===== src/rtl/swdb_pkg.sv =====
// Shared types and constants for the debounced-button stopwatch core.
// No dependencies.
`timescale 1ns / 1ps

package swdb_pkg;

    localparam int TIMER_WIDTH = 16;
    localparam int CMP_W       = ((TIMER_WIDTH > 16) ? TIMER_WIDTH : 16) + 1;

    localparam logic [7:0] CFG_TICK_DIVIDE    = 8'd0;
    localparam logic [7:0] CFG_DEBOUNCE_FALL  = 8'd1;
    localparam logic [7:0] CFG_DEBOUNCE_RISE  = 8'd2;
    localparam logic [7:0] CFG_REFRESH_PERIOD = 8'd3;
    localparam logic [7:0] CFG_POINT_MASK     = 8'd4;
    localparam logic [7:0] CFG_RUN_ENABLE     = 8'd5;

    localparam logic [15:0] RST_TICK_DIVIDE    = 16'd100;
    localparam logic [15:0] RST_DEBOUNCE_FALL  = 16'd30;
    localparam logic [15:0] RST_DEBOUNCE_RISE  = 16'd30;
    localparam logic [7:0]  RST_REFRESH_PERIOD = 8'd5;
    localparam logic [3:0]  RST_POINT_MASK     = 4'b1010;
    localparam logic        RST_RUN_ENABLE     = 1'b1;

    localparam logic [3:0] BLANK_DIGIT = 4'd8;
    localparam int RESULT_W = 24;

    typedef struct packed {
        logic [3:0] minutes;
        logic [3:0] tens;
        logic [3:0] seconds;
        logic [3:0] tenths;
    } t_digits;

    localparam t_digits BLANK_DIGITS = '{BLANK_DIGIT, BLANK_DIGIT, BLANK_DIGIT, BLANK_DIGIT};

    typedef struct packed {
        logic [15:0] fall_ticks;
        logic [15:0] rise_ticks;
    } t_db_cfg;

    typedef struct packed {
        logic step;
        logic run;
        logic clear;
    } t_cnt_ctl;

    // Packed so that the last field lands in the lowest bits.
    typedef struct packed {
        logic       pad;
        logic       count_visible;
        logic       limit_reached;
        logic       refresh_strobe;
        logic [3:0] points_out;
        t_digits    shown;
    } t_result;

endpackage


===== src/rtl/stopwatch_with_debounced_buttons_core.sv =====
// Channel   Dir  Handshake                     Payload
// s_axis    in   i_s_tvalid / o_s_tready       one 1 ms tick with two button levels
// m_axis    out  o_m_tvalid / i_m_tready       display digits and status per tick
// cfg       in   i_cfg_valid / o_cfg_ready     register index and write data
//
// One tick item is taken per cycle while the queue has room; its result is registered into the output queue.
// A two-entry output queue lets a tick be taken while one result waits downstream.
// Input stalls only when both queue entries are full; cfg writes are always ready.
// Synchronous active-low reset; no clearing pass.
// Depends on swdb_pkg, swdb_debounce, swdb_count, swdb_outq.
`timescale 1ns / 1ps

module stopwatch_with_debounced_buttons_core (
    input  logic        i_clk,
    input  logic        i_rst_n,
    input  logic        i_s_tvalid,
    output logic        o_s_tready,
    input  logic [7:0]  i_s_tdata,   // [0] show_button_level, [1] clear_button_level
    output logic        o_m_tvalid,
    input  logic        i_m_tready,
    // [3:0] shown_tenths, [7:4] shown_seconds, [11:8] shown_tens, [15:12] shown_minutes,
    // [19:16] points_out, [20] refresh_strobe, [21] limit_reached, [22] count_visible
    output logic [23:0] o_m_tdata,
    input  logic        i_cfg_valid,
    output logic        o_cfg_ready,
    input  logic [7:0]  i_cfg_index,
    input  logic [15:0] i_cfg_data
);

    logic [15:0] r_tick_divide;
    logic [15:0] r_fall_ticks;
    logic [15:0] r_rise_ticks;
    logic [7:0]  r_refresh_period;
    logic [3:0]  r_point_mask;
    logic        r_run_enable;

    logic              r_visible,  n_visible;
    swdb_pkg::t_digits r_display,  n_display;
    logic [7:0]        r_refresh,  n_refresh;
    logic              strobe;
    logic [8:0]        refresh_inc;

    logic              accept;
    logic              show_press;
    logic              clear_press;
    swdb_pkg::t_db_cfg db_cfg;
    swdb_pkg::t_cnt_ctl cnt_ctl;
    swdb_pkg::t_digits next_digits;
    logic              next_sat;
    swdb_pkg::t_result result;
    logic              q_ready;

    assign o_cfg_ready = 1'b1;
    assign o_s_tready  = q_ready;
    assign accept      = i_s_tvalid && q_ready;

    always_ff @(posedge i_clk) begin
        if (!i_rst_n) begin
            r_tick_divide    <= swdb_pkg::RST_TICK_DIVIDE;
            r_fall_ticks     <= swdb_pkg::RST_DEBOUNCE_FALL;
            r_rise_ticks     <= swdb_pkg::RST_DEBOUNCE_RISE;
            r_refresh_period <= swdb_pkg::RST_REFRESH_PERIOD;
            r_point_mask     <= swdb_pkg::RST_POINT_MASK;
            r_run_enable     <= swdb_pkg::RST_RUN_ENABLE;
        end else if (i_cfg_valid) begin
            case (i_cfg_index)
                swdb_pkg::CFG_TICK_DIVIDE:    r_tick_divide    <= i_cfg_data;
                swdb_pkg::CFG_DEBOUNCE_FALL:  r_fall_ticks     <= i_cfg_data;
                swdb_pkg::CFG_DEBOUNCE_RISE:  r_rise_ticks     <= i_cfg_data;
                swdb_pkg::CFG_REFRESH_PERIOD: r_refresh_period <= i_cfg_data[7:0];
                swdb_pkg::CFG_POINT_MASK:     r_point_mask     <= i_cfg_data[3:0];
                swdb_pkg::CFG_RUN_ENABLE:     r_run_enable     <= i_cfg_data[0];
                default: ;
            endcase
        end
    end

    assign db_cfg = '{fall_ticks: r_fall_ticks, rise_ticks: r_rise_ticks};

    swdb_debounce u_db_show (
        .i_clk   (i_clk),
        .i_rst_n (i_rst_n),
        .i_step  (accept),
        .i_level (i_s_tdata[0]),
        .i_cfg   (db_cfg),
        .o_press (show_press)
    );

    swdb_debounce u_db_clear (
        .i_clk   (i_clk),
        .i_rst_n (i_rst_n),
        .i_step  (accept),
        .i_level (i_s_tdata[1]),
        .i_cfg   (db_cfg),
        .o_press (clear_press)
    );

    assign cnt_ctl = '{step: accept, run: r_run_enable, clear: clear_press};

    swdb_count u_count (
        .i_clk         (i_clk),
        .i_rst_n       (i_rst_n),
        .i_ctl         (cnt_ctl),
        .i_tick_divide (r_tick_divide),
        .o_next_digits (next_digits),
        .o_next_sat    (next_sat)
    );

    // show press first, clear press second
    always_comb begin
        n_visible = r_visible;
        if (show_press)  n_visible = 1'b1;
        if (clear_press) n_visible = 1'b0;
        n_display   = clear_press ? swdb_pkg::BLANK_DIGITS : r_display;
        refresh_inc = {1'b0, r_refresh} + 9'd1;
        strobe      = 1'b0;
        if (refresh_inc >= {1'b0, r_refresh_period}) begin
            n_refresh = '0;
            strobe    = 1'b1;
            n_display = n_visible ? next_digits : swdb_pkg::BLANK_DIGITS;
        end else begin
            n_refresh = refresh_inc[7:0];
        end
    end

    always_ff @(posedge i_clk) begin
        if (!i_rst_n) begin
            r_visible <= 1'b0;
            r_display <= swdb_pkg::BLANK_DIGITS;
            r_refresh <= '0;
        end else if (accept) begin
            r_visible <= n_visible;
            r_display <= n_display;
            r_refresh <= n_refresh;
        end
    end

    always_comb begin
        result.pad            = 1'b0;
        result.count_visible  = n_visible;
        result.limit_reached  = next_sat;
        result.refresh_strobe = strobe;
        result.points_out     = r_point_mask;
        result.shown          = n_display;
    end

    swdb_outq u_outq (
        .i_clk      (i_clk),
        .i_rst_n    (i_rst_n),
        .i_push     (accept),
        .i_data     (result),
        .o_ready    (q_ready),
        .o_m_tvalid (o_m_tvalid),
        .i_m_tready (i_m_tready),
        .o_m_tdata  (o_m_tdata)
    );

endmodule


===== src/rtl/swdb_debounce.sv =====
// Four-state button debouncer with a saturating elapsed-tick timer.
// Depends on swdb_pkg.
`timescale 1ns / 1ps

module swdb_debounce (
    input  logic             i_clk,
    input  logic             i_rst_n,
    input  logic             i_step,
    input  logic             i_level,
    input  swdb_pkg::t_db_cfg i_cfg,
    output logic             o_press
);

    typedef enum logic [1:0] {
        DB_IDLE    = 2'd0,
        DB_FALLING = 2'd1,
        DB_LOW     = 2'd2,
        DB_RELEASE = 2'd3
    } t_db_state;

    localparam logic [swdb_pkg::TIMER_WIDTH-1:0] TIMER_MAX = '1;

    t_db_state                          r_state, n_state;
    logic [swdb_pkg::TIMER_WIDTH-1:0]   r_timer, n_timer;
    logic [swdb_pkg::CMP_W-1:0]         elapsed;
    logic [swdb_pkg::CMP_W-1:0]         limit;
    logic                               wait_done;
    logic                               at_max;

    always_comb begin
        elapsed   = swdb_pkg::CMP_W'(r_timer) + swdb_pkg::CMP_W'(1);
        limit     = (r_state == DB_FALLING) ? swdb_pkg::CMP_W'(i_cfg.fall_ticks)
                                            : swdb_pkg::CMP_W'(i_cfg.rise_ticks);
        at_max    = elapsed > swdb_pkg::CMP_W'(TIMER_MAX);
        wait_done = (elapsed > limit) || at_max;
    end

    always_comb begin
        n_state = r_state;
        n_timer = r_timer;
        o_press = 1'b0;
        case (r_state)
            DB_IDLE: begin
                if (!i_level) begin
                    n_timer = '0;
                    n_state = DB_FALLING;
                    o_press = 1'b1;
                end
            end
            DB_FALLING: begin
                n_timer = at_max ? TIMER_MAX : elapsed[swdb_pkg::TIMER_WIDTH-1:0];
                if (wait_done) n_state = DB_LOW;
            end
            DB_LOW: begin
                if (i_level) begin
                    n_timer = '0;
                    n_state = DB_RELEASE;
                end
            end
            DB_RELEASE: begin
                n_timer = at_max ? TIMER_MAX : elapsed[swdb_pkg::TIMER_WIDTH-1:0];
                if (wait_done) n_state = DB_IDLE;
            end
            default: begin
                n_state = DB_IDLE;
            end
        endcase
    end

    always_ff @(posedge i_clk) begin
        if (!i_rst_n) begin
            r_state <= DB_IDLE;
            r_timer <= '0;
        end else if (i_step) begin
            r_state <= n_state;
            r_timer <= n_timer;
        end
    end

endmodule


===== src/rtl/swdb_count.sv =====
// Tick prescaler and saturating four-digit BCD stopwatch count.
// Depends on swdb_pkg.
`timescale 1ns / 1ps

module swdb_count (
    input  logic               i_clk,
    input  logic               i_rst_n,
    input  swdb_pkg::t_cnt_ctl i_ctl,
    input  logic [15:0]        i_tick_divide,
    output swdb_pkg::t_digits  o_next_digits,
    output logic               o_next_sat
);

    logic [15:0]       r_prescale, n_prescale;
    swdb_pkg::t_digits r_digits,   n_digits;
    logic              r_sat,      n_sat;
    logic [16:0]       pre_inc;

    always_comb begin
        n_prescale = r_prescale;
        n_digits   = r_digits;
        n_sat      = r_sat;
        pre_inc    = {1'b0, r_prescale} + 17'd1;
        if (i_ctl.run) begin
            if (pre_inc >= {1'b0, i_tick_divide}) begin
                n_prescale = '0;
                n_sat      = 1'b0;
                if (r_digits.tenths != 4'd9) begin
                    n_digits.tenths = r_digits.tenths + 4'd1;
                end else if (r_digits.seconds != 4'd9) begin
                    n_digits.tenths  = 4'd0;
                    n_digits.seconds = r_digits.seconds + 4'd1;
                end else if (r_digits.tens != 4'd5) begin
                    n_digits.tenths  = 4'd0;
                    n_digits.seconds = 4'd0;
                    n_digits.tens    = r_digits.tens + 4'd1;
                end else if (r_digits.minutes != 4'd9) begin
                    n_digits.tenths  = 4'd0;
                    n_digits.seconds = 4'd0;
                    n_digits.tens    = 4'd0;
                    n_digits.minutes = r_digits.minutes + 4'd1;
                end else begin
                    n_digits = '{4'd9, 4'd5, 4'd9, 4'd9};
                    n_sat    = 1'b1;
                end
            end else begin
                n_prescale = pre_inc[15:0];
            end
        end
        if (i_ctl.clear) begin
            n_digits = '0;
            n_sat    = 1'b0;
        end
    end

    assign o_next_digits = n_digits;
    assign o_next_sat    = n_sat;

    always_ff @(posedge i_clk) begin
        if (!i_rst_n) begin
            r_prescale <= '0;
            r_digits   <= '0;
            r_sat      <= 1'b0;
        end else if (i_ctl.step) begin
            r_prescale <= n_prescale;
            r_digits   <= n_digits;
            r_sat      <= n_sat;
        end
    end

endmodule


===== src/rtl/swdb_outq.sv =====
// Two-entry result queue between the tick logic and the output stream.
// Depends on swdb_pkg.
`timescale 1ns / 1ps

module swdb_outq (
    input  logic              i_clk,
    input  logic              i_rst_n,
    input  logic              i_push,
    input  swdb_pkg::t_result i_data,
    output logic              o_ready,
    output logic              o_m_tvalid,
    input  logic              i_m_tready,
    output logic [swdb_pkg::RESULT_W-1:0] o_m_tdata
);

    swdb_pkg::t_result r_buf [2];
    logic              r_wr_ptr;
    logic              r_rd_ptr;
    logic [1:0]        r_count;
    logic              pop;

    assign o_ready    = (r_count != 2'd2);
    assign o_m_tvalid = (r_count != 2'd0);
    assign o_m_tdata  = r_buf[r_rd_ptr];
    assign pop        = o_m_tvalid && i_m_tready;

    always_ff @(posedge i_clk) begin
        if (i_push) r_buf[r_wr_ptr] <= i_data;
    end

    always_ff @(posedge i_clk) begin
        if (!i_rst_n) begin
            r_wr_ptr <= 1'b0;
            r_rd_ptr <= 1'b0;
            r_count  <= 2'd0;
        end else begin
            if (i_push) r_wr_ptr <= ~r_wr_ptr;
            if (pop)    r_rd_ptr <= ~r_rd_ptr;
            case ({i_push, pop})
                2'b10:   r_count <= r_count + 2'd1;
                2'b01:   r_count <= r_count - 2'd1;
                default: r_count <= r_count;
            endcase
        end
    end

endmodule


===== config.mk =====
export PLATFORM = sky130hd
export DESIGN_NAME = stopwatch_with_debounced_buttons_core
export DESIGN_NICKNAME = d
export VERILOG_FILES = /design/src/rtl/swdb_pkg.sv /design/src/rtl/stopwatch_with_debounced_buttons_core.sv /design/src/rtl/swdb_debounce.sv /design/src/rtl/swdb_count.sv /design/src/rtl/swdb_outq.sv
export SDC_FILE = /design/constraint.sdc
export NUM_CORES = 1
export LEC_CHECK = 0
export BUFFER_PORTS_ARGS = -buffer_cell sky130_fd_sc_hd__buf_2
export CAP_MARGIN = 20
export CORE_MARGIN = 5
export CORE_UTILIZATION = 55
export DETAILED_ROUTE_END_ITERATION = 8
export PLACE_DENSITY = 0.79
export SLEW_MARGIN = 20
export SYNTH_ARGS = -nofsm -noshare
export SYNTH_HDL_FRONTEND = slang
export SYNTH_SLANG_ARGS = --single-unit

===== constraint.sdc =====
create_clock -name i_clk -period 4.1 [get_ports i_clk]
set_input_delay 1.025 -clock i_clk [delete_from_list [all_inputs] [get_ports i_clk]]
set_output_delay 1.025 -clock i_clk [all_outputs]
set_load 0.02 [all_outputs]

* Yosys cells after proc, flatten, opt, wreduce, memory -nomap -nowiden *
Memories as Yosys holds them, arrays and structs flattened. A register that Yosys moved wholly into a read port is not among the register bits.
Index checks and enable logic that the tools add are counted.

storage, ports and cells
  output and inout port bits = 27
  bits of input ports = 37
  word-level logic and storage cells = 146
  register bits after elaboration = 159
  memories kept = 1
  bits in writable memories = 46

memory list
  memory        depth  width  rd ports  clocked after memory_dff  write ports  line             source
  u_outq.r_buf  2      23     1         1                         1            swdb_outq.sv:16  swdb_pkg::t_result r_buf [2];

operators by class
  magnitude comparators = 6
  bitwise gates (word level) = 2
  add/subtract/negate cells = 10
  eq/ne operators = 26
  reductions and logical operators = 22
  mux-type cells = 54

operators with widths
  kind                     number
  $mux W16                 16
  $pmux W16 S3             2
  $add A16 B1 Y17 const B  3
  $gt A17 B16 Y1 const B   2
  $gt A17 B17 Y1           2
  $mux W12                 2
  $mux W8                  3
  $mux W1                  18
  $ge A17 B16 Y1           1
  $add A4 B1 Y4 const B    4
  $eq A8 B2 Y1 const B     2
  $eq A8 B3 Y1 const B     2
  $mux W2                  8
  $pmux W2 S4              2
  $reduce_and A2 Y1        7
  $ne A4 B4 Y1 const B     3
  $eq A2 B2 Y1 const B     5
  $ne A2 B2 Y1 const B     5
  $reduce_and A5 Y1        2
  $add A8 B1 Y9 const B    1
  $ge A9 B8 Y1             1
  $eq A8 B1 Y1 const B     1
  $logic_not A8 Y1         1
  $mux W4                  2
  13 further kinds         25

* Depth between registers and ports, before layout *
Gate-level depths: netlist of the first run.

  depth in word-level cells = 10
  mapped depth = 16
  gate-level depth less buffers = 14

* Modules after synthesis *
Synthesis of the first run repeated with hierarchy kept, for this count alone.

unflattened totals
  cells, all modules = 1416
  area total of the unflattened synthesis = 12768.5 um^2

by module, submodules not included
  module                                 times used  cells each  seq. area each (um^2)  area an instance (um^2)
  stopwatch_with_debounced_buttons_core  1           472         1721.7                 4182.8
  swdb_count                             1           379         660.6                  2866.5
  swdb_outq                              1           98          1541.5                 1951.9
  swdb_debounce at u_db_show             1           230         360.3                  1889.3
  swdb_debounce at u_db_clear            1           237         360.3                  1878.1

* Worst setup path after synthesis of the first run *
No wires, ideal clock.

  path kind = register -> register
  start point = register u_count.r_prescale[2]
  end point = memory u_outq.r_buf[0][7] (netlist bit), data pin
  path slack = 0.463 ns
  library setup time = 0.285 ns
  arrival time = 3.352 ns
  stages on the path, launching flop included = 16
  required time = 3.815 ns
  clock period less this slack = 3.637 ns
  buffers on the path = 3
  path through = dfxtp_1 > nand3_1 > nor3_1 > and3_1 > clkbuf_1 > and4_1 > xor2_1 > ha_1 > a21o_1 > a21oi_1 > and4_1 > clkbuf_1 > clkbuf_1 > nor4_1 > a21oi_1 > a21oi_1

RTL lines
  element                   line              source
  start: declaration        swdb_count.sv:14  logic [15:0] r_prescale, n_prescale;
  start signal: assignment  swdb_count.sv:65  r_prescale <= n_prescale;
  end: declaration          swdb_outq.sv:16

==> flow_metrics.env, run 1 <==
export IMPL_maxSlewViolCount=0
export IMPL_area_growth_pct=11.5
export IMPL_ir_worst_vdd_mv=0.293
export IMPL_period_share=0.940
export IMPL_synth_edf_count=46
export IMPL_core_area_um2=21000
export IMPL_setup_viol=0
export IMPL_fin_ws_ps=248
export IMPL_vias=9893
export IMPL_place_congestion=0.909
export IMPL_postCtsHoldBufs=0
export IMPL_grt_max_degree=65
export IMPL_crit_path_cell_trace="nand3_1, nor3_1, and3_2, and4_1, xor2_1, ha_1, nand3_1, nor3_1, o31ai_2, a41o_1, or3_1, a21boi_1, a2bb2oi_1"
export IMPL_drt_pass1_iterations=5
export IMPL_netlist_instances=1325
export IMPL_std_cell_rows=53
export IMPL_dieArea_um2=24200
export IMPL_drt_iter0_drc=707
export IMPL_cts_sinks=206
export IMPL_numCtsBuffers=23
export IMPL_grt_remaining_overflow=0
export IMPL_die_w_um=156
export IMPL_whs_ps=452
export IMPL_synthDistinctLibCells=88
export IMPL_fin_skew_ps=23.2
export IMPL_start_util=0.556
export IMPL_critPathMaxStageDelay_ps=410
export IMPL_synthArstFlopShare=0
export IMPL_fill_cells=1781
export IMPL_die_h_um=156
export IMPL_maxSlewHeadroom=0.331
export IMPL_syn_area_um2=11700
export IMPL_cp_required_ps=4430
export IMPL_cts_buffer_depth=3
export IMPL_wl_per_cell_um=17.1
export IMPL_yosys_register_bits=206
export IMPL_portBuffers=55
export IMPL_synth_warnings=0
export IMPL_cts_root_buf="clkbuf_16"
export IMPL_cp_arrival_ps=4180
export IMPL_end_kind="flip-flop"
export IMPL_syn_area_per_cell_um2=8.80
export IMPL_cp_slowest_cell="dfxtp_1"
export IMPL_ys_seq_area_frac=0.393
export IMPL_htree_num_levels=1
export IMPL_fin_nets=1479
export IMPL_syn_nets=1439
export IMPL_dp_hpwl_um=20200
export IMPL_fmax_ghz=0.260
export IMPL_fin_crit_ps=3850
export IMPL_fin_tns_setup_ps=0
export IMPL_ant_nets=0
export IMPL_path_max_fanout=6
export IMPL_final_layout_size_suffix_gt1_frac=0.138
export IMPL_hold_violations=0
export IMPL_tightest_slew_ps=1000
export IMPL_crit_type="flip-flop to flip-flop"
export IMPL_grt_pass1_vias=9339
export IMPL_tritoncts="built"
export IMPL_grt_pass1_wl_um=46100
export IMPL_place_ws_ps=38.1
export IMPL_wl_um=28400
export IMPL_antenna_found_initial=1
export IMPL_synth_ff_type="dfxtp_1"
export IMPL_gr_usage_all_layers=0.227
export IMPL_min_path_type="flip-flop to flip-flop"
export IMPL_clk_pin_slew_worst_paths_ps=60
export IMPL_insertion_delay_ps=510
export IMPL_power_density_nw_per_um2=421
export IMPL_setup_worst_path_start_class="flip-flop"
export IMPL_drc=0
export IMPL_ioPinCount=64
export IMPL_totalPowerFinal_mw=5.48
export IMPL_via_per_inst=5.97
export IMPL_run_status="finished clean"
export IMPL_cap_violations=0
export IMPL_p_leak_nw=5.11
## timing repair
action,CTS,global route
setup buffers,0,3
endpoints found under the setup margin,0,46
resized for setup,0,7
## cells in the mapped netlist, types with 5 or more instances
cell | n | area (um^2)
a22o_1 | 11 | 96.3
inv_1 | 57 | 214
nand3_1 | 62 | 310
o31ai_1 | 7 | 52.6
nor3_1 | 32 | 160
nand4_1 | 15 | 93.8
clkbuf_1 | 54 | 203
o221a_2 | 5 | 56.3
nand3b_1 | 14 | 105
buf_2 | 6 | 30.0
mux2i_1 | 54 | 541
o22ai_1 | 6 | 37.5
a21oi_1 | 120 | 601
nor2b_1 | 7 | 43.8
xor2_1 | 26 | 228
a31oi_1 | 8 | 50.1
o2bb2ai_1 | 6 | 52.6
ha_1 | 77 | 963
dfxtp_1 | 160 | 3200
and3_1 | 15 | 93.8
mux2_2 | 29 | 327
nor4_1 | 10 | 62.6
edfxtp_1 | 46 | 1380
nand2b_1 | 6 | 37.5
nand2_1 | 187 | 702
or3_1 | 7 | 43.8
a21o_1 | 12 | 90.1
nor2_1 | 80 | 300
o21ai_0 | 56 | 280
o211ai_1 | 7 | 52.6
o21a_1 | 14 | 105
a211oi_1 | 5 | 37.5
xnor2_1 | 26 | 228
## sequential cells by signal, indices dropped and copies added, names as in the netlist, 16 cells and up, named ones only
register	count
r_fall_ticks	16
r_display	16
r_tick_divide	16
u_db_show.r_timer	16
u_db_clear.r_timer	16
r_rise_ticks	16
u_outq.r_buf	46
u_count.r_prescale	16
u_count.r_digits	16
## metrics by stage
stage	cells	instance area [um^2]	utilization
floorplan	1325	11700	-
global placement	1612	12200	0.583
detailed placement	1612	12200	0.583
CTS	1653	12900	0.618
global route	1657	13000	0.620
finish	1657	13000	0.620
## cells by family (layout without fill, tap and decap cells)
kind of cell    Yosys count  count (layout)  synth area share
simple gates            469             469             0.195
fa+ha+maj                77              77            0.0826
xor+xnor                 53              53            0.0405
mux                      83              83            0.0744
other cells               2               3          0.000644
flops                   206             206             0.393
compound gates          308             308             0.171
buf+inv                 127             183            0.0429
## power breakdown
group / internal (mW) / total, mW / switching, mW
logic: 0.423 / 1.16 / 0.734
registers: 2.21 / 2.32 / 0.105
clock network: 1.19 / 2.00 / 0.809
total: 3.83 / 5.48 / 1.65
## worst paths after layout
check                                 startpoint                                   to  slack (ps)  cells after the start
min reg2reg  u_count.r_prescale[12]$_SDFFE_PN0P_  u_count.r_prescale[12]$_SDFFE_PN0P_         450                      2
max           u_count.r_prescale[2]$_SDFFE_PN0P_         u_outq.r_buf[0][3]$_DFFE_PP_         250                     13
min          u_count.r_prescale[12]$_SDFFE_PN0P_  u_count.r_prescale[12]$_SDFFE_PN0P_         450                      2
max reg2reg   u_count.r_prescale[2]$_SDFFE_PN0P_         u_outq.r_buf[0][3]$_DFFE_PP_         250                     13
## cell usage in the layout (no fill, tap or decap), drive strengths merged, types with 12 or more instances in the layout
master	count
nand4	16
nor4	12
a21o	13
dfxtp	160
ha	77
clkbuf	29
nand3	64
xnor2	27
and3	16
buf	83
o21a	14
nand2	188
edfxtp	46
mux2i	54
nor3	34
nor2	80
o21ai	58
a21oi	121
nand3b	14
xor2	26
mux2	29
inv	59
## area by class of cell
cell class              instances  area [um^2]  area share
diodes                          1         2.50    0.000192
well taps                     275          344      0.0265
flip-flops and latches        206         4580       0.353
inverters                      59          221      0.0170
clock buffers                  29          618      0.0475
multi-input cells             992         6620       0.509
repair buffers                 83          498      0.0383
clock inverters                12          116     0.00895
## layer usage
metal / routed length, um / GRT usage / vias to the layer above
met5: 0 / 0 / -
met4: 688 / 0.0638 / 0
met3: 1800 / 0.0330 / 52
met2: 13700 / 0.383 / 305
met1: 12200 / 0.306 / 4699
li1: - / - / 4837
## critical path, delay by kind of cell, from the launching register on
| family | cells | cell delay (ps) |
|---|---|---|
| AO/OA/AOI/OAI | 4 | 1050 |
| XOR/XNOR | 1 | 80 |
| adder cells (fa/ha/maj) | 1 | 290 |
| AND/OR/NAND/NOR | 7 | 1830 |
| flip-flops | 1 | 410 |
Power figures use the tool's default switching activity.
==> inputs of run 2 (changes only) <==
--- a/config.mk
+++ b/config.mk
@@ -7,10 +7,12 @@
 export LEC_CHECK = 0
 export BUFFER_PORTS_ARGS = -buffer_cell sky130_fd_sc_hd__buf_2
 export CAP_MARGIN = 20
+export CORE_ASPECT_RATIO = 1.5
 export CORE_MARGIN = 5
 export CORE_UTILIZATION = 55
 export DETAILED_ROUTE_END_ITERATION = 8
 export PLACE_DENSITY = 0.79
+export RECOVER_POWER = 25
 export SLEW_MARGIN = 20
 export SYNTH_ARGS = -nofsm -noshare
 export SYNTH_HDL_FRONTEND = slang
==> run 2 against run 1 <==
Net effect:
- worst setup slack got worse by 51 ps
- highest routed layer unchanged
- combinational power about the same
- sequential share of layout area increased by 0.31 points
- sequential cell count unchanged
- register-to-register slack got worse by 50 ps
- largest cell class unchanged
- critical path type unchanged
- power decreased by 0.96%
- non-clock buffer count decreased by 5
- worst hold slack improved by 8.6 ps
==> flow_metrics.env, run 2 (same netlist as run 1, synthesis figures left out) <==
export IMPL_run_status="finished clean"
export IMPL_top_layer_used="met4"
export IMPL_crit_path_cell_trace="nand2_1, nor3_1, and3_1, and4_1, xor2_1, ha_1, nand3_1, nor3_1, o31ai_2, a41oi_2, o21ai_0, a21oi_1, a21oi_1"
export IMPL_grt_max_degree=66
export IMPL_power_frac_clock=0.362
export IMPL_postCtsHoldBufs=0
export IMPL_fin_util=0.614
export IMPL_ant_nets=0
export IMPL_drt_iter0_drc=765
export IMPL_tightest_slew_ps=1420
export IMPL_p_int_mw=3.77
export IMPL_ioPinCount=64
export IMPL_fin_crit_ps=3900
export IMPL_layout_common_cells="187 x nand2_1, 160 x dfxtp_1, 120 x a21oi_1, 79 x nor2_1, 77 x ha_1"
export IMPL_std_cell_rows=65
export IMPL_cp_slowest_cell="a41oi_2"
export IMPL_post_cts_setup_buffer_count=0
export IMPL_maxSlewViolCount=0
export IMPL_fin_tns_setup_ps=0
export IMPL_maxSlewHeadroom=0.0535
export IMPL_p_seq_frac=0.427
export IMPL_drt_pass1_iterations=6
export IMPL_p_leak_nw=5.05
export IMPL_grt_pass1_vias=9821
export IMPL_largest_register="u_outq.r_buf"
export IMPL_cts_sinks=206
export IMPL_period_share=0.952
export IMPL_fill_cells=1753
export IMPL_setup_worst_path_start_class="flip-flop"
export IMPL_dp_hpwl_um=21100
export IMPL_numCtsBuffers=21
export IMPL_drc=0
export IMPL_area_growth_pct=10.5
export IMPL_fmax_ghz=0.256
export IMPL_grt_pass1_wl_um=47600
export IMPL_wl_met1_um=11200
export IMPL_min_path_type="flip-flop to flip-flop"
export IMPL_via_per_inst=6.03
export IMPL_tritoncts="built"
export IMPL_ir_worst_vdd_mv=0.380
export IMPL_cp_arrival_ps=4100
export IMPL_clk_pin_slew_worst_paths_ps=70
export IMPL_wl_met2_um=15700
export IMPL_htree_num_levels=1
export IMPL_antenna_found_initial=1
export IMPL_layout_commonest_cell="nand2_1"
export IMPL_largest_reg_flops=46
export IMPL_gr_usage_all_layers=0.238
export IMPL_hold_violations=0
export IMPL_wl_per_cell_um=17.9
export IMPL_dieArea_um2=24300
export IMPL_cap_violations=0
export IMPL_critPathMaxStageDelay_ps=440
export IMPL_power_density_nw_per_um2=421
export IMPL_fin_skew_ps=12.6
export IMPL_pwr_share_comb=0.211
export IMPL_wl_met3_um=1170
export IMPL_core_area_um2=21000
export IMPL_dp_cells=1603
export IMPL_cts_buffer_depth=3
export IMPL_final_cells=1642
export IMPL_fin_ws_ps=196
export IMPL_totalPowerFinal_mw=5.42
export IMPL_cts_root_buf="clkbuf_16"
export IMPL_end_kind="flip-flop"
export IMPL_swShare=0.305
export IMPL_crit_type="flip-flop to flip-flop"
export IMPL_insertion_delay_ps=510
export IMPL_final_layout_size_suffix_gt1_frac=0.127
export IMPL_die_h_um=188
export IMPL_start_util=0.556
export IMPL_vias=9909
export IMPL_wl_um=29500
export IMPL_cp_required_ps=4300
export IMPL_fin_nets=1472
export IMPL_setup_viol=0
export IMPL_grt_remaining_overflow=0
export IMPL_rsz0062_at_grt="no"
export IMPL_portBuffers=55
export IMPL_place_ws_ps=229
export IMPL_place_congestion=0.904
export IMPL_die_w_um=129
export IMPL_switchingPower_mw=1.66
export IMPL_cts_resized=0
export IMPL_path_max_fanout=8
## run 2: cell types whose count changed in the layout (fill, tap and decap cells not counted), moves of 2 or more
cell,previous run,this run
and3_1,13,15
and3_2,3,1
buf_2,55,53
buf_4,27,20
clkbuf_1,4,7
clkinv_2,8,4
## run 2: area by class of cell
type	instances	area [um^2]	area share
clock buffers	29	628	0.0487
diodes	1	2.50	0.000194
flip-flops and latches	206	4580	0.356
well taps	268	335	0.0260
multi-input cells	992	6600	0.512
clock inverters	9	82.6	0.00641
inverters	59	221	0.0172
repair buffers	78	435	0.0338
## run 2: metrics by stage
step	hold WS (ps)	area, um^2
global placement	432	12200
floorplan	425	11700
CTS	460	12900
global route	479	12900
detailed placement	439	12200
finish	461	12900
## run 2: worst paths after layout
path,start,to,slack [ps],cells after the start
max,u_count.r_prescale[4]$_SDFFE_PN0P_,u_outq.r_buf[1][7]$_DFFE_PP_,200,13
min,r_tick_divide[15]$_SDFFE_PN0P_,r_tick_divide[15]$_SDFFE_PN0P_,460,2
max reg2reg,u_count.r_prescale[4]$_SDFFE_PN0P_,u_outq.r_buf[1][7]$_DFFE_PP_,200,13
min reg2reg,r_tick_divide[15]$_SDFFE_PN0P_,r_tick_divide[15]$_SDFFE_PN0P_,460,2
## run 2: power groups by stage
stage               Clock (mW)  Combinational (mW)  Sequential, mW
detailed placement           0                1.14            2.36
global route              2.08                1.24            2.33
finish                    1.96                1.14            2.32
global placement             0                1.13            2.35
floorplan                    0               0.842            2.31
CTS                       1.99                1.15            2.32
## run 2: worst max-delay path, delay by kind of cell, from the launching register on
kind	cells	cell delay (ps)
DFF	1	430
xor gates and xnor gates	1	90
AOI/OAI and AO/OA	5	1400
adders and majority gates	1	290
and+or+nand+nor	6	1400
## run 2: routing by layer
metal / up-vias / global-route usage
met5: - / 0
met4: 0 / 0.110
met3: 87 / 0.0258
met2: 275 / 0.445
met1: 4734 / 0.263
li1: 4813 / -
